`src/rtl/core/cexe_ram.sv`:
```
// Generic simple dual-port RAM: one write port, one registered read port.
// No dependencies.
`timescale 1ns / 1ps

module cexe_ram #(
    parameter int WIDTH = 8,
    parameter int DEPTH = 256
) (
    input  logic                     i_clk,
    input  logic                     i_we,
    input  logic [$clog2(DEPTH)-1:0] i_waddr,
    input  logic [WIDTH-1:0]         i_wdata,
    input  logic                     i_re,
    input  logic [$clog2(DEPTH)-1:0] i_raddr,
    output logic [WIDTH-1:0]         o_rdata
);

    logic [WIDTH-1:0] r_mem [DEPTH];

    always_ff @(posedge i_clk) begin
        if (i_we) begin
            r_mem[i_waddr] <= i_wdata;
        end
    end

    // Read data holds when no read is issued.
    always_ff @(posedge i_clk) begin
        if (i_re) begin
            o_rdata <= r_mem[i_raddr];
        end
    end

endmodule

```
`config.mk`:
```
export PLATFORM = sky130hd
export DESIGN_NAME = cexe_ram
export DESIGN_NICKNAME = d
export VERILOG_FILES = /design/src/rtl/core/cexe_ram.sv
export SDC_FILE = /design/constraint.sdc
export NUM_CORES = 2
export LEC_CHECK = 0
export BUFFER_PORTS_ARGS = -buffer_cell sky130_fd_sc_hd__buf_4
export CAP_MARGIN = 25
export CORE_AREA = 2 2 407 409
export DETAILED_ROUTE_END_ITERATION = 10
export DIE_AREA = 0 0 409 411
export GPL_ROUTABILITY_DRIVEN = 1
export HOLD_SLACK_MARGIN = 0.05
export MAX_ROUTING_LAYER = met4
export PLACE_DENSITY = 0.64
export SLEW_MARGIN = 0
export SYNTH_ARGS = -nofsm -noshare
export SYNTH_HDL_FRONTEND = slang
export SYNTH_SLANG_ARGS = --single-unit
```
`constraint.sdc`:
```
create_clock -name i_clk -period 3 [get_ports i_clk]
set_input_delay 0.6 -clock i_clk [delete_from_list [all_inputs] [get_ports i_clk]]
set_output_delay 0.6 -clock i_clk [all_outputs]
set_load 0.05 [all_outputs]
```
==> results.ini <==
[status]
status = finished clean

[routing]
wl_per_cell_um = 29.47
drt_iter0_markers = 5069
finalWirelength_mm = 199.4
antenna_left = 0
vias = 41000
drc = 0
via_per_inst = 6.059
drt_pass1_iterations = 6

[sta]
tightest_slew_ns = 0.8424
post-route-min-period_ns = 2.855
grt_setup_unrepaired = false
slew_headroom_pct = 43.70
max_freq_ghz = 0.3503
post-route-period-util_pct = 95.16
setup_violations = 0
skew_ns = 0.05322
slew_viol_final = 0
hold_violations = 0

[synthesis]
syn-mean-instance-area_um2 = 21.33
synth_seq_area_share_pct = 77.53
synth-edff-count = 2056
ys_types = 54
yosys_warnings = 0
async_reset_ff_share_pct = 0
ys.flop_type = edfxtp_1
syn_inst = 3733
synth_area_mm2 = 0.07964
ys_seq_elements = 2056
syn_nets = 3760

[global_routing]
grt.overflow.total = 0
grt_pass1_wl_mm = 288.1
grt_max_degree = 95
grt_antenna_before_repair = 3
grt_use_total_pct = 24.50
grt_pass1_vias = 40790

[worst_setup_path]
reg2regPathDepth = 6
r2r-end = o_rdata[6]
cpPeakStageDelay_ns = 0.55
crit_type = input port to flop
setup.worst_path.end_class = flop
critPathMaxFanout = 18
arrival_ns = 3.46
slowest_stage = mux4_2
cp_common_cell = buf_4
r2r_setup_slack_ns = 0.25
start_kind = input port
required_ns = 3.61
crit_chain = buf_8 > buf_12 > buf_12 > buf_4 > buf_4 > mux4_2 > a22oi_1 > a21oi_1 > nor4_1 > buf_4 > nor4_2
reg2reg_from = r_mem[235][6]

[cts]
htree_levels = 4
cts.path.max_buffers = 3
path_clk_slew_ns = 0.06
clkSinkCount = 2056
cts_root_buf = clkbuf_16
cts_tree = built
cts_buffers = 201
insertion_delay_ns = 0.86

[flow_run]
drv_cap = 0

[power]
p_switching_uw = 12780
swShare_pct = 21.38
p_int_uw = 46980
clock_power_share_pct = 41.3
p_total_uw = 59760
vdd_drop_max_mv = 0.7266
p_seq_share_pct = 53.1
comb_power_share_pct = 5.6
p_per_area_mw_per_mm2 = 636.9
p_leak_uw = 0.03039

[hold_path]
whs_path_depth = 1
hold_start = i_wdata[0]
hp-class = input port to flop
holdPathEnd = r_mem[217][0]

[final_layout]
n_fill_cell = 11980
fin_cells = 6767
area_growth_pct = 17.82
drive_above_1_share_pct = 31.82
fin_util_pct = 57.26
layout.nets = 4435

[placed_design]
place.gp.congestion = 0.8561
dp_hpwl_mm = 128.5
numPortBuffers = 34
dp_cells = 6394

[floorplan]
io_pins = 35
initial_utilization_pct = 48.60
die_h_um = 411
num_rows = 149
dieArea_mm2 = 0.1681
core_mm2 = 0.1639
die_w_um = 409

[worst max-delay path by stage]
stage	startpoint	endpoint	slack (ns)
after floorplan	i_raddr[0]	o_rdata[2]	0.32
after global placement	i_raddr[0]	o_rdata[7]	-1.06
after detailed placement	i_raddr[0]	o_rdata[1]	-1.02
after CTS	i_raddr[0]	o_rdata[2]	0.14
after global routing	i_raddr[0]	o_rdata[2]	0.07
final	i_raddr[0]	o_rdata[2]	0.15
[power by group through the flow]
| stage | registers (uW) | logic (uW) | clock network [uW] |
|---|---|---|---|
| 3_5_place_dp | 32300 | 3330 | 0 |
| 5_1_grt | 31700 | 3500 | 26200 |
| 3_3_place_gp | 32300 | 3290 | 0 |
| 6_report | 31700 | 3330 | 24700 |
| 4_1_cts | 31700 | 3340 | 25100 |
| 2_1_floorplan | 32400 | 1540 | 0 |
[flip-flops by register name, summed over array words and instances (netlist names)]
signal and count:
r_mem 2048, o_rdata 8
[repair_timing]
action | in CTS | in global routing
resized for setup | 2 | 0
endpoints found under the setup margin | 2 | 0
setup buffers | 0 | 0
hold buffers | 0 | 0
[stage by stage]
stage / hold WS (ns) / worst slack, ns / area [um2] / TNS, ns
3_3_place_gp: 1.009 / -1.058 / 87350 / -6.414
5_1_grt: 0.1114 / 0.06976 / 93830 / 0
4_1_cts: 0.08818 / 0.1425 / 93830 / 0
6_report: 0.1525 / 0.1453 / 93830 / 0
2_1_floorplan: 0.6989 / 0.3239 / 79640 / 0
3_5_place_dp: 1.004 / -1.021 / 87370 / -5.208
[cells in the mapped netlist (3+ instances only)]
master	instances	share of area (%)
a211oi_1	16	0.15
a21oi_1	96	0.60
a221oi_1	13	0.14
a22o_1	8	0.088
a22oi_1	133	1.3
and2_1	6	0.047
buf_1	22	0.10
buf_12	8	0.20
buf_2	31	0.19
buf_4	27	0.25
buf_6	21	0.30
buf_8	13	0.25
clkbuf_1	111	0.52
edfxtp_1	2056	78
mux2i_1	134	1.7
mux4_2	454	13
nand2_1	33	0.16
nand2b_1	8	0.063
nand3_1	34	0.21
nand4_1	10	0.079
nor2_1	282	1.3
nor2b_1	31	0.24
nor3_1	22	0.14
nor4_1	24	0.19
nor4_2	3	0.047
o211ai_1	10	0.094
o21ai_0	10	0.063
o221ai_1	46	0.51
o22a_1	5	0.055
o22ai_1	28	0.22
o32ai_1	4	0.044
or2_2	4	0.031
[critical path: cells and delay by family]
| kind | cells | cell delay [ns] |
|---|---|---|
| buf+inv | 6 | 1.27 |
| simple gates | 2 | 0.56 |
| mux | 1 | 0.55 |
| compound gates | 2 | 0.41 |
[area by class of cell]
cell class | count | area, um2 | share of cell area (%)
clock inverter | 121 | 1211 | 1.291
timing repair buffer | 705 | 6380 | 6.799
tap | 2189 | 2739 | 2.919
clock buffer | 250 | 5235 | 5.579
antenna | 2 | 5.005 | 0.005334
multi-input combinational | 1442 | 16510 | 17.60
inverter | 2 | 7.507 | 0.008001
sequential | 2056 | 61740 | 65.80
[per-layer routing]
layer  track usage (%)  wire length [um]
met2             38.45             97710
met1             33.48             80060
met4             6.839              5241
met3             4.178             16390
met5                 -                 0
[cell usage in the layout, fill, tap and decap left out, drive strengths merged, types with 18 or more instances in the layout]
cell    netlist  final
nor4         27     27
a22oi       133    133
nor3         22     22
a21oi        96     96
mux4        456    456
nand2        33     33
mux2i       134    134
bufinv        0     18
o221ai       47     47
nor2        282    282
buf         122    702
nor2b        31     31
clkbuf      111    253
nand3        34     34
o22ai        28     28
edfxtp     2056   2056
clkinv        1     98
[kinds of logic (layout without fill, tap and decap cells)]
kind of cell | after synthesis | count (layout) | synth area share, %
AO/OA/AOI/OAI | 385 | 385 | 3.416
AND/OR/NAND/NOR | 466 | 466 | 2.625
flip-flops | 2056 | 2056 | 77.53
buffers and inverters | 235 | 1078 | 1.829
multiplexers | 591 | 591 | 14.60
other | 0 | 2 | 0
Power figures use the tool's default switching activity.
